===== src/hdl/br2_pkg.sv =====
// shared types, constants and the booth round function
`timescale 1ns / 1ps

package br2_pkg;

    // operand width and derived widths
    localparam int WIDTH      = 8;
    localparam int PROD_W     = 2 * WIDTH - 1;
    localparam int NUM_STAGES = WIDTH;

    // most negative operand, rejected at the input
    localparam logic [WIDTH-1:0] MOST_NEG = {1'b1, {(WIDTH-1){1'b0}}};

    // largest product magnitude for valid operands
    localparam longint MAX_MAG  = (longint'(1) <<< (WIDTH - 1)) - 1;
    localparam longint PROD_MAX = MAX_MAG * MAX_MAG;

    // booth recoding of {current bit, previous bit}
    localparam logic [1:0] BOOTH_SUB = 2'b10;
    localparam logic [1:0] BOOTH_ADD = 2'b01;

    // working word of one item between rounds
    typedef struct packed {
        logic [WIDTH-1:0] ac;
        logic [WIDTH-1:0] q;
        logic             qprev;
        logic [WIDTH-1:0] mcand;
        logic             invalid;
    } booth_word_t;

    // valid bit travelling with the working word
    typedef struct packed {
        logic        valid;
        booth_word_t data;
    } stage_bus_t;

    // one booth round: add or subtract, then arithmetic shift of {ac, q}
    function automatic booth_word_t booth_round(input booth_word_t w);
        booth_word_t      r;
        logic [WIDTH-1:0] acc;
        r = w;
        case ({w.q[0], w.qprev})
            BOOTH_SUB: acc = w.ac - w.mcand;
            BOOTH_ADD: acc = w.ac + w.mcand;
            default:   acc = w.ac;
        endcase
        r.ac    = {acc[WIDTH-1], acc[WIDTH-1:1]};
        r.q     = {acc[0], w.q[WIDTH-1:1]};
        r.qprev = w.q[0];
        return r;
    endfunction

endpackage


===== src/hdl/br2_stage.sv =====
// one pipeline stage doing a single booth round
`timescale 1ns / 1ps

module br2_stage
    import br2_pkg::*;
(
    input  logic       clk,
    input  logic       rst_n,
    input  stage_bus_t up,
    output logic       up_ready,
    output stage_bus_t down,
    input  logic       down_ready
);

    logic        valid_reg;
    booth_word_t data_reg;
    booth_word_t data_next;

    // stage can take a new word when empty or when its word moves on
    assign up_ready  = !valid_reg || down_ready;
    assign data_next = booth_round(up.data);

    // valid bit
    always_ff @(posedge clk or negedge rst_n)
    begin
        if (!rst_n)
        begin
            valid_reg <= 1'b0;
        end
        else if (up_ready)
        begin
            valid_reg <= up.valid;
        end
    end

    // working word, no reset
    always_ff @(posedge clk)
    begin
        if (up_ready && up.valid)
        begin
            data_reg <= data_next;
        end
    end

    assign down.valid = valid_reg;
    assign down.data  = data_reg;

endmodule


===== src/hdl/booth_radix2_signed_multiplier.sv =====
// top level of the pipelined radix-2 booth signed multiplier
`timescale 1ns / 1ps

// usage:
// input channel: multiplicand and multiplier with in_valid; a transaction is
//   taken at a rising edge with in_valid high and in_stall low
// output channel: product and invalid with out_valid; a transaction is taken
//   at a rising edge with out_valid high and out_stall low
// one booth round per pipeline stage, WIDTH stages plus an output register
// a transaction passes through the WIDTH round stages, then the output register, before out_valid
// throughput: one transaction per cycle while out_stall stays low
// an operand equal to the most negative value sets invalid and gives product 0
// reset clears every valid bit, so the pipeline comes up empty
// when the receiver stalls, the output holds and each stage fills its bubble;
//   in_stall rises only once every stage and the output register are full
// no state is kept between transactions

module booth_radix2_signed_multiplier
    import br2_pkg::*;
(
    input  logic                     clk,
    input  logic                     rst_n,
    input  logic                     in_valid,
    output logic                     in_stall,
    input  logic signed [WIDTH-1:0]  multiplicand,
    input  logic signed [WIDTH-1:0]  multiplier,
    output logic                     out_valid,
    input  logic                     out_stall,
    output logic signed [PROD_W-1:0] product,
    output logic                     invalid
);

    stage_bus_t bus [0:NUM_STAGES];
    logic       ready [0:NUM_STAGES];

    logic              out_valid_reg;
    logic [PROD_W-1:0] product_reg;
    logic [PROD_W-1:0] product_next;
    logic              invalid_reg;

    // initial booth word built from the input operands
    always_comb
    begin
        bus[0].valid        = in_valid;
        bus[0].data.ac      = '0;
        bus[0].data.q       = $unsigned(multiplier);
        bus[0].data.qprev   = 1'b0;
        bus[0].data.mcand   = $unsigned(multiplicand);
        bus[0].data.invalid = ($unsigned(multiplicand) == MOST_NEG) ||
                              ($unsigned(multiplier) == MOST_NEG);
    end

    assign in_stall = !ready[0];

    // chain of round stages
    for (genvar s = 0; s < NUM_STAGES; s++)
    begin : g_stage
        br2_stage u_stage (
            .clk        (clk),
            .rst_n      (rst_n),
            .up         (bus[s]),
            .up_ready   (ready[s]),
            .down       (bus[s+1]),
            .down_ready (ready[s+1])
        );
    end

    // output register acts as the last stage
    assign ready[NUM_STAGES] = !out_valid_reg || !out_stall;

    assign product_next = bus[NUM_STAGES].data.invalid ? '0 :
                          {bus[NUM_STAGES].data.ac[WIDTH-2:0], bus[NUM_STAGES].data.q};

    always_ff @(posedge clk or negedge rst_n)
    begin
        if (!rst_n)
        begin
            out_valid_reg <= 1'b0;
        end
        else if (ready[NUM_STAGES])
        begin
            out_valid_reg <= bus[NUM_STAGES].valid;
        end
    end

    always_ff @(posedge clk)
    begin
        if (ready[NUM_STAGES] && bus[NUM_STAGES].valid)
        begin
            product_reg <= product_next;
            invalid_reg <= bus[NUM_STAGES].data.invalid;
        end
    end

    assign out_valid = out_valid_reg;
    assign product   = $signed(product_reg);
    assign invalid   = invalid_reg;

endmodule


===== config.mk =====
export PLATFORM = sky130hd
export DESIGN_NAME = booth_radix2_signed_multiplier
export DESIGN_NICKNAME = d
export VERILOG_FILES = /design/src/hdl/br2_pkg.sv /design/src/hdl/br2_stage.sv /design/src/hdl/booth_radix2_signed_multiplier.sv
export SDC_FILE = /design/constraint.sdc
export NUM_CORES = 1
export LEC_CHECK = 0
export BUFFER_PORTS_ARGS = -buffer_cell sky130_fd_sc_hd__buf_4
export CAP_MARGIN = 40
export CORE_MARGIN = 3
export CORE_UTILIZATION = 52
export CTS_CLUSTER_DIAMETER = 60
export DETAILED_ROUTE_END_ITERATION = 10
export MAX_ROUTING_LAYER = met4
export PLACE_DENSITY = 0.69
export SETUP_SLACK_MARGIN = 0.5
export SKIP_CTS_REPAIR_TIMING = 1
export SLEW_MARGIN = 10
export SYNTH_ARGS = -nofsm -noshare
export SYNTH_HDL_FRONTEND = slang
export SYNTH_SLANG_ARGS = --single-unit

===== constraint.sdc =====
create_clock -name clk -period 2.85 [get_ports clk]
set_input_delay 0.4275 -clock clk [delete_from_list [all_inputs] [get_ports clk]]
set_output_delay 0.4275 -clock clk [all_outputs]
set_load 0.02 [all_outputs]

After elaboration in Yosys (flattened, before gate mapping):

Cells that the tools add are included.

* add/subtract/negate cells: 15
* equal/unequal tests: 16
* mux-type cells: 8
* reductions and logical operators: 30

Operator list (count)
* 8-bit one-hot mux with 2 select lines: 7
* 8-bit adder: 7
* 8-bit subtractor: 7
* 8-bit == test, second input constant: 2
* 2-bit by 1-bit == test with 1-bit output, second input constant: 7
* 2-bit == test, second input constant: 7
* 1-bit zero test: 11
* 1-bit logical OR: 10
* 1-bit logical AND: 9
* 8-bit 2-to-1 mux: 1
* 1-bit by 8-bit subtractor with 8-bit output, first input constant: 1

* register bits after elaboration: 216
* input bits: 20
* output and inout bits: 18
* logic and storage cells: 120

Depth between registers and ports, before layout:

Gate-level depths: netlist of run 1.

* depth in word-level cells: 11
* gate-level depth with buffers: 11
* gate-level depth less buffers: 11

Cells and area by module:

From an unflattened synthesis of run 1, not the netlist that was laid out.

* cell total of the unflattened synthesis: 839
* area, all modules: 11292.1 µm²

By module, submodules not included
* br2_stage at g_stage[1].u_stage ...: times used 6, cells an instance 99, area an instance 1323.8 µm², sequential area each 775.7 µm²
* br2_stage at g_stage[0].u_stage ...: times used 2, cells an instance 100, area an instance 1333.8 µm², sequential area each 775.7 µm²
* booth_radix2_signed_multiplier: times used 1, cells an instance 45, area an instance 681.9 µm², sequential area each 505.5 µm²

Worst setup path after synthesis of run 1:

OpenSTA, ideal clock, no wires.

* kind: reg2reg
* start point: register g_stage[3].u_stage.data_reg (netlist bit g_stage[3].u_stage.down[1])
* end point: register g_stage[4].u_stage.data_reg (netlist bit g_stage[4].u_stage.down[23]) (data pin)
* setup time: 0.266 ns
* arrival: 2.262 ns
* data required time: 2.584 ns
* slack: 0.322 ns
* stages on the path, launching flop included: 11
* buffers on the path: 0
* clock period less this slack: 2.528 ns
* cell sequence: edfxtp_1 inv_1 ha_1 mux2_1 fa_1 a21o_1 a21oi_1 o21bai_1 a21oi_1 xor2_1 o21ai_1

RTL lines
* from (decl): line br2_stage.sv:16 `booth_word_t data_reg;`
* from (signal assigned): line br2_stage.sv:41 `data_reg <= data_next;`
* to (signal assigned): line br2_stage.sv:41
* to (decl): line br2_stage.sv:16

==> results.yml, run 1 <==
floorplanning:
  die_h_um: 148
  start_util_pct: 53.4
  rows: 51
  num_io_pins: 38
  die_area_um2: 21900
  die_w_um: 148
  coreArea_um2: 19700
finish:
  utilization_pct: 68.0
  drive_above_1_share_pct: 33.6
  largest_reg_flops: 191
  syn2layout_area_growth_pct: 27.4
  nNetsFinal: 1020
  design_area_um2: 13400
  n_antenna_cell: 0
critical_path:
  cp_top_family: "compound AO/OA/AOI/OAI gates"
  crit_path_top_delay_cell: "edfxtp_1"
  arrival_ps: 2870
  max_stage_delay_ps: 440
  endpoint_kind: "register"
  crit_type: "register to register"
  cp_cell_sequence: "inv_2 > ha_4 > a21oi_2 > xor2_1 > ha_1 > a21o_1 > a31o_2 > a21oi_2 > xnor2_1 > nor2_1 > xor2_1"
  critPathMaxFanout: 5
  worstReg2RegEnd: "g_stage[4].u_stage.down[24]$_DFFE_PP_"
  r2r_slack_ps: 240
  crit_start: "g_stage[3].u_stage.down[2]$_DFFE_PP_"
  worstPathRequired_ps: 3120
  r2r_cells: 11
  start_kind: "register"
  r2r-start: "g_stage[3].u_stage.down[2]$_DFFE_PP_"
  path_buf_inv: 1
logic_synthesis:
  synth_common_cells: "edfxtp_1, ha_1, nand2_1, xnor2_1, xor2_1"
  ys_seq_area_share_pct: 61.4
  syn_nets: 877
  yosysMostFrequentCell: "edfxtp_1"
  synth_area_leaders: "edfxtp_1, ha_1, xnor2_1"
  synth_area_leader_cell: "edfxtp_1"
  ys.flop_type: "edfxtp_1"
  synth_enable_flop_cells: 207
  ys_ff_latch: 216
  synth.distinct_cells: 38
  synth_area_um2: 10500
  synth.avg_cell_area_um2: 13.6
  async_reset_ff_share_pct: 4.17
  synth_top_area_share_pct: 59.2
  postSynthCellCount: 772
  ys_warn_count: 0
clocking:
  cts_buffers: 25
  htreeDepth: 1
  clkLatencyLatePin_ps: 520
  cts_max_path_buffers: 3
  cts_tree: "yes"
  cts_sinks: 216
  clk_pin_slew_worst_paths_ps: 60
  cts-root-buf: "clkbuf_16"
drt:
  via_per_inst: 5.34
  drcViolationCount: 0
  drtIter0Drc: 276
  vias: 6406
  routedWlPerCell_um: 16.6
  firstDrtPassIters: 5
  ant_nets: 0
  finalWirelength_mm: 19.9
timing:
  drv_slew: 0
  slew_headroom_pct: 49.8
  period_needed_ps: 2610
  rsz0062_at_grt: "yes"
  fin_tns_setup_ps: 0
  finalCritPeriodShare_pct: 91.4
  fmax_mhz: 384
  worstMarginPinSlew_ps: 754
  setup_viol: 0
  finClkSkew_ps: 12.0
  hold_viol_final: 0
worst_hold_path:
  hold_class: "primary input to register"
  min_path_cells: 1
  min_to: "g_stage[0].u_stage.down[16]$_DFFE_PP_"
  hold_start: "multiplier[7]"
pwr:
  leakage_nw: 5.20
  ir_drop_uv: 483
  switching_power_mw: 4.66
  p_per_area_nw_per_um2: 1070
  intPower_mw: 9.60
  swShare_pct: 32.7
  p_seq_share_pct: 36.3
  power.share.combinational_pct: 39.5
  clkPwrFrac_pct: 24.2
placement:
  routabilityCongestion: 0.846
  io_buffers: 37
  dp_hpwl_mm: 13.4
  post_dp_cell_area_um2: 11200
grt:
  grt_pass1_vias: 6241
  busiest_layer: "met2"
  gr-usage-all-layers_pct: 17.2
  met1_usage_pct: 18.0
  grt_max_degree: 26
  grtUsageMet2_pct: 33.3
  gr-total-overflow: 0
  grt_use_met3_pct: 2.41
  antenna_found_initial: 0
  grt_pass1_wl_mm: 30.0
outcome:
  status: "finished, final reports clean"
job:
  drv_cap: 0
==> kinds of logic (layout without fill, tap and decap cells) <==
logic type | after synthesis | count (layout) | synth area share, %
flops | 216 | 216 | 61.4
simple gates | 166 | 166 | 8.22
compound gates | 137 | 137 | 7.76
xor+xnor | 95 | 95 | 7.93
fa+ha+maj | 85 | 85 | 10.6
buf+inv | 52 | 214 | 1.86
mux | 21 | 21 | 2.25
==> cell usage in the layout (no fill, tap or decap), drive strengths merged, types with 9 or more instances in the layout <==
master / netlist / routed
a21o: 22 / 22
a21oi: 41 / 41
a31oi: 22 / 22
and2: 13 / 13
buf: 0 / 123
clkbuf: 8 / 27
dfrtp: 9 / 9
edfxtp: 207 / 207
ha: 78 / 78
inv: 43 / 47
mux2: 21 / 21
nand2: 50 / 50
nand3: 10 / 10
nor2: 30 / 30
nor2b: 16 / 16
nor3: 19 / 19
o21ai: 37 / 37
xnor2: 50 / 50
xor2: 45 / 45
==> area by class of cell <==
class	instances	area (µm²)
Sequential cell	216	6440
Fill cell	1367	6280
Multi-Input combinational cell	504	4560
Timing Repair Buffer	124	972
Clock buffer	27	633
Tap cell	265	332
Clock inverter	19	272
Inverter	44	165
==> power by group through the flow <==
stage	clock [mW]	sequential, mW	combinational (mW)
2_1_floorplan	0	5.12	3.34
3_3_place_gp	0	5.20	4.20
3_5_place_dp	0	5.22	4.40
4_1_cts	3.53	5.17	4.44
5_1_grt	3.67	5.27	6.19
6_report	3.44	5.18	5.64
==> how the worst max path moves through the flow <==
stage | to | slack, ps | cells past startpoint
detailed placement | g_stage[4].u_stage.down[24]$_DFFE_PP_ | 210 | 11
floorplan | g_stage[4].u_stage.down[23]$_DFFE_PP_ | 420 | 10
CTS | g_stage[4].u_stage.down[23]$_DFFE_PP_ | 190 | 10
global placement | g_stage[4].u_stage.down[24]$_DFFE_PP_ | 270 | 11
global route | g_stage[4].u_stage.down[24]$_DFFE_PP_ | 100 | 11
finish | g_stage[4].u_stage.down[24]$_DFFE_PP_ | 240 | 11
==> per-layer routing <==
metal | up-vias | part of all wire [%]
met5 | - | 0
met4 | 0 | 2.9
met3 | 49 | 2.9
met2 | 119 | 57
met1 | 3133 | 37
li1 | 3105 | -
==> per-stage QoR <==
stage / setup WS (ps) / power (mW) / hold slack [ps] / cells
after floorplan: 424 / 8.46 / 132 / 772
after global placement: 273 / 9.39 / 250 / 1074
after detailed placement: 212 / 9.63 / 256 / 1074
after CTS: 193 / 13.1 / -303 / 1120
after global routing: 98.1 / 15.1 / 67.9 / 1199
final: 245 / 14.3 / 93.8 / 1199
Power figures use the tool's default switching activity.
==> run 2: changes to the inputs <==
--- a/config.mk
+++ b/config.mk
@@ -13,7 +13,6 @@
 export DETAILED_ROUTE_END_ITERATION = 10
 export MAX_ROUTING_LAYER = met4
 export PLACE_DENSITY = 0.69
-export SETUP_SLACK_MARGIN = 0.5
 export SKIP_CTS_REPAIR_TIMING = 1
 export SLEW_MARGIN = 10
 export SYNTH_ARGS = -nofsm -noshare
==> run 2 against run 1 <==
Against the previous run: flip-flop and latch count unchanged; core utilization decreased by 7.0 points; die area unchanged; combinational power decreased by 23%; clock-buffer cell count decreased by 4; via count decreased by 6.7%; power decreased by 13%; clock power decreased by 17%; sequential share of layout area increased by 5.5 points; first-iteration DRC count increased by 27%; largest cell class unchanged; highest routed layer unchanged.
==> results.yml, run 2 (synthesis gave the netlist of run 1 again) <==
outcome:
  status: "finished, final reports clean"
timing:
  drv_slew: 0
  holdWs_ps: 118
  finClkSkew_ps: 10.5
  period_needed_ps: 2700
  slew_headroom_pct: 52.4
  fin_tns_setup_ps: 0
  hold_viol_final: 0
  rsz0062_at_grt: "no"
  setup_viol: 0
  fmax_mhz: 370
  worstMarginPinSlew_ps: 715
  finalCritPeriodShare_pct: 94.8
floorplanning:
  die_w_um: 148
  rows: 51
  die_area_um2: 21900
  start_util_pct: 53.4
  num_io_pins: 38
  die_h_um: 148
  coreArea_um2: 19700
critical_path:
  r2r_cells: 11
  start_kind: "register"
  worstPathRequired_ps: 3090
  r2r_slack_ps: 150
  crit_type: "register to register"
  arrival_ps: 2940
  r2r-start: "g_stage[3].u_stage.down[1]$_DFFE_PP_"
  crit_path_top_delay_cell: "edfxtp_1"
  max_stage_delay_ps: 420
  cp_cell_sequence: "inv_1 > ha_1 > a21oi_1 > xor2_1 > ha_1 > a21o_1 > a31o_2 > a21oi_1 > xnor2_1 > nor2_1 > xor2_1"
  cp_top_family: "compound AO/OA/AOI/OAI gates"
  worstReg2RegEnd: "g_stage[4].u_stage.down[24]$_DFFE_PP_"
  path_buf_inv: 1
  critPathMaxFanout: 5
  endpoint_kind: "register"
grt:
  gr-usage-all-layers_pct: 17.0
  grt_pass1_wl_mm: 29.8
  grt_pass1_vias: 6117
  antenna_found_initial: 0
  grt_max_degree: 26
  gr-total-overflow: 0
pwr:
  p_per_area_nw_per_um2: 1030
  ir_drop_uv: 448
  leakage_nw: 4.73
finish:
  layout_commonest_cell: "edfxtp_1"
  largest_reg_flops: 191
  design_area_um2: 12000
  final_cell_mix: "edfxtp_1, ha_1, buf_4, xnor2_1, nand2_1"
  syn2layout_area_growth_pct: 14.3
  nNetsFinal: 950
  n_antenna_cell: 0
  drive_above_1_share_pct: 15.4
clocking:
  htreeDepth: 1
  cts_max_path_buffers: 3
  clkLatencyLatePin_ps: 490
  cts-root-buf: "clkbuf_16"
  cts_sinks: 216
  clk_pin_slew_worst_paths_ps: 60
  cts_buffers: 23
  cts_tree: "yes"
placement:
  routabilityCongestion: 0.904
  dp_hpwl_mm: 13.4
  io_buffers: 37
  post_dp_cell_area_um2: 11200
worst_hold_path:
  hold_class: "primary input to register"
  hold_start: "multiplier[1]"
  min_to: "g_stage[0].u_stage.down[10]$_DFFE_PP_"
  min_path_cells: 1
drt:
  drtIter0Drc: 351
  vias: 5979
  ant_nets: 0
  drcViolationCount: 0
  via_per_inst: 5.31
  finalWirelength_mm: 17.6
  firstDrtPassIters: 5
  routedWlPerCell_um: 15.6
job:
  drv_cap: 0
-- run 2: cell count changes in the layout (fill, tap and decap cells not counted), sizes merged --
| cell | before | now |
|---|---|---|
| clkbuf | 27 | 23 |
| clkinv | 6 | 10 |
| buf | 123 | 55 |
| bufinv | 6 | 2 |
| inv | 47 | 46 |
-- run 2: per-stage QoR --
step | setup WS, ps | power, mW | cells | util [%]
global placement | 161 | 9.26 | 1083 | 57.0
CTS | 74.4 | 12.4 | 1124 | 60.8
floorplan | 322 | 8.35 | 772 | -
finish | 147 | 12.4 | 1126 | 61.0
detailed placement | 104 | 9.49 | 1083 | 57.0
global route | 1.88 | 13.2 | 1126 | 61.0
-- run 2: worst max-delay path by stage --
stage | cells past startpoint | from | to | slack [ps]
after floorplan | 10 | g_stage[3].u_stage.down[1]$_DFFE_PP_ | g_stage[4].u_stage.down[23]$_DFFE_PP_ | 320
after global placement | 10 | g_stage[6].u_stage.down[10]$_DFFE_PP_ | g_stage[7].u_stage.down[23]$_DFFE_PP_ | 160
after detailed placement | 10 | g_stage[3].u_stage.down[1]$_DFFE_PP_ | g_stage[4].u_stage.down[23]$_DFFE_PP_ | 100
after CTS | 10 | g_stage[3].u_stage.down[10]$_DFFE_PP_ | g_stage[4].u_stage.down[23]$_DFFE_PP_ | 70
after global routing | 11 | g_stage[3].u_stage.down[1]$_DFFE_PP_ | g_stage[4].u_stage.down[24]$_DFFE_PP_ | 2
final | 11 | g_stage[3].u_stage.down[1]$_DFFE_PP_ | g_stage[4].u_stage.down[24]$_DFFE_PP_ | 150
-- run 2: final cells by class --
class,instances,area [µm²]
multi-input combinational,504,3900
clock buffer,23,576
sequential,216,6440
fill,1486,7660
inverter,44,165
timing repair buffer,56,423
clock inverter,18,159
tap,265,332
-- run 2: where the power goes --
part | total (mW) | internal [mW] | switching (mW) | leakage [nW]
Sequential | 5.13 | 4.65 | 0.479 | 2.14
Combinational | 4.36 | 1.97 | 2.39 | 2.24
Clock | 2.86 | 1.67 | 1.19 | 0.356
Total | 12.4 | 8.30 | 4.06 | 4.73
-- run 2: routing by layer --
metal / GRT usage [%] / share of wire, % / vias to the layer above
met2: 30.8 / 54 / 101
li1: - / - / 2970
met1: 19.7 / 40 / 2870
met3: 2.68 / 3.1 / 38
met5: - / 0 / -
met4: 4.62 / 2.6 / 0
-- run 2: worst register-to-register path, stage by stage, from the launching register on --
cell      delay, ps
edfxtp_1        420
inv_1            90
ha_1            250
a21oi_1         180
xor2_1          310
ha_1            340
a21o_1          170
a31o_2          200
a21oi_1         150
xnor2_1         130
nor2_1           60
xor2_1          140
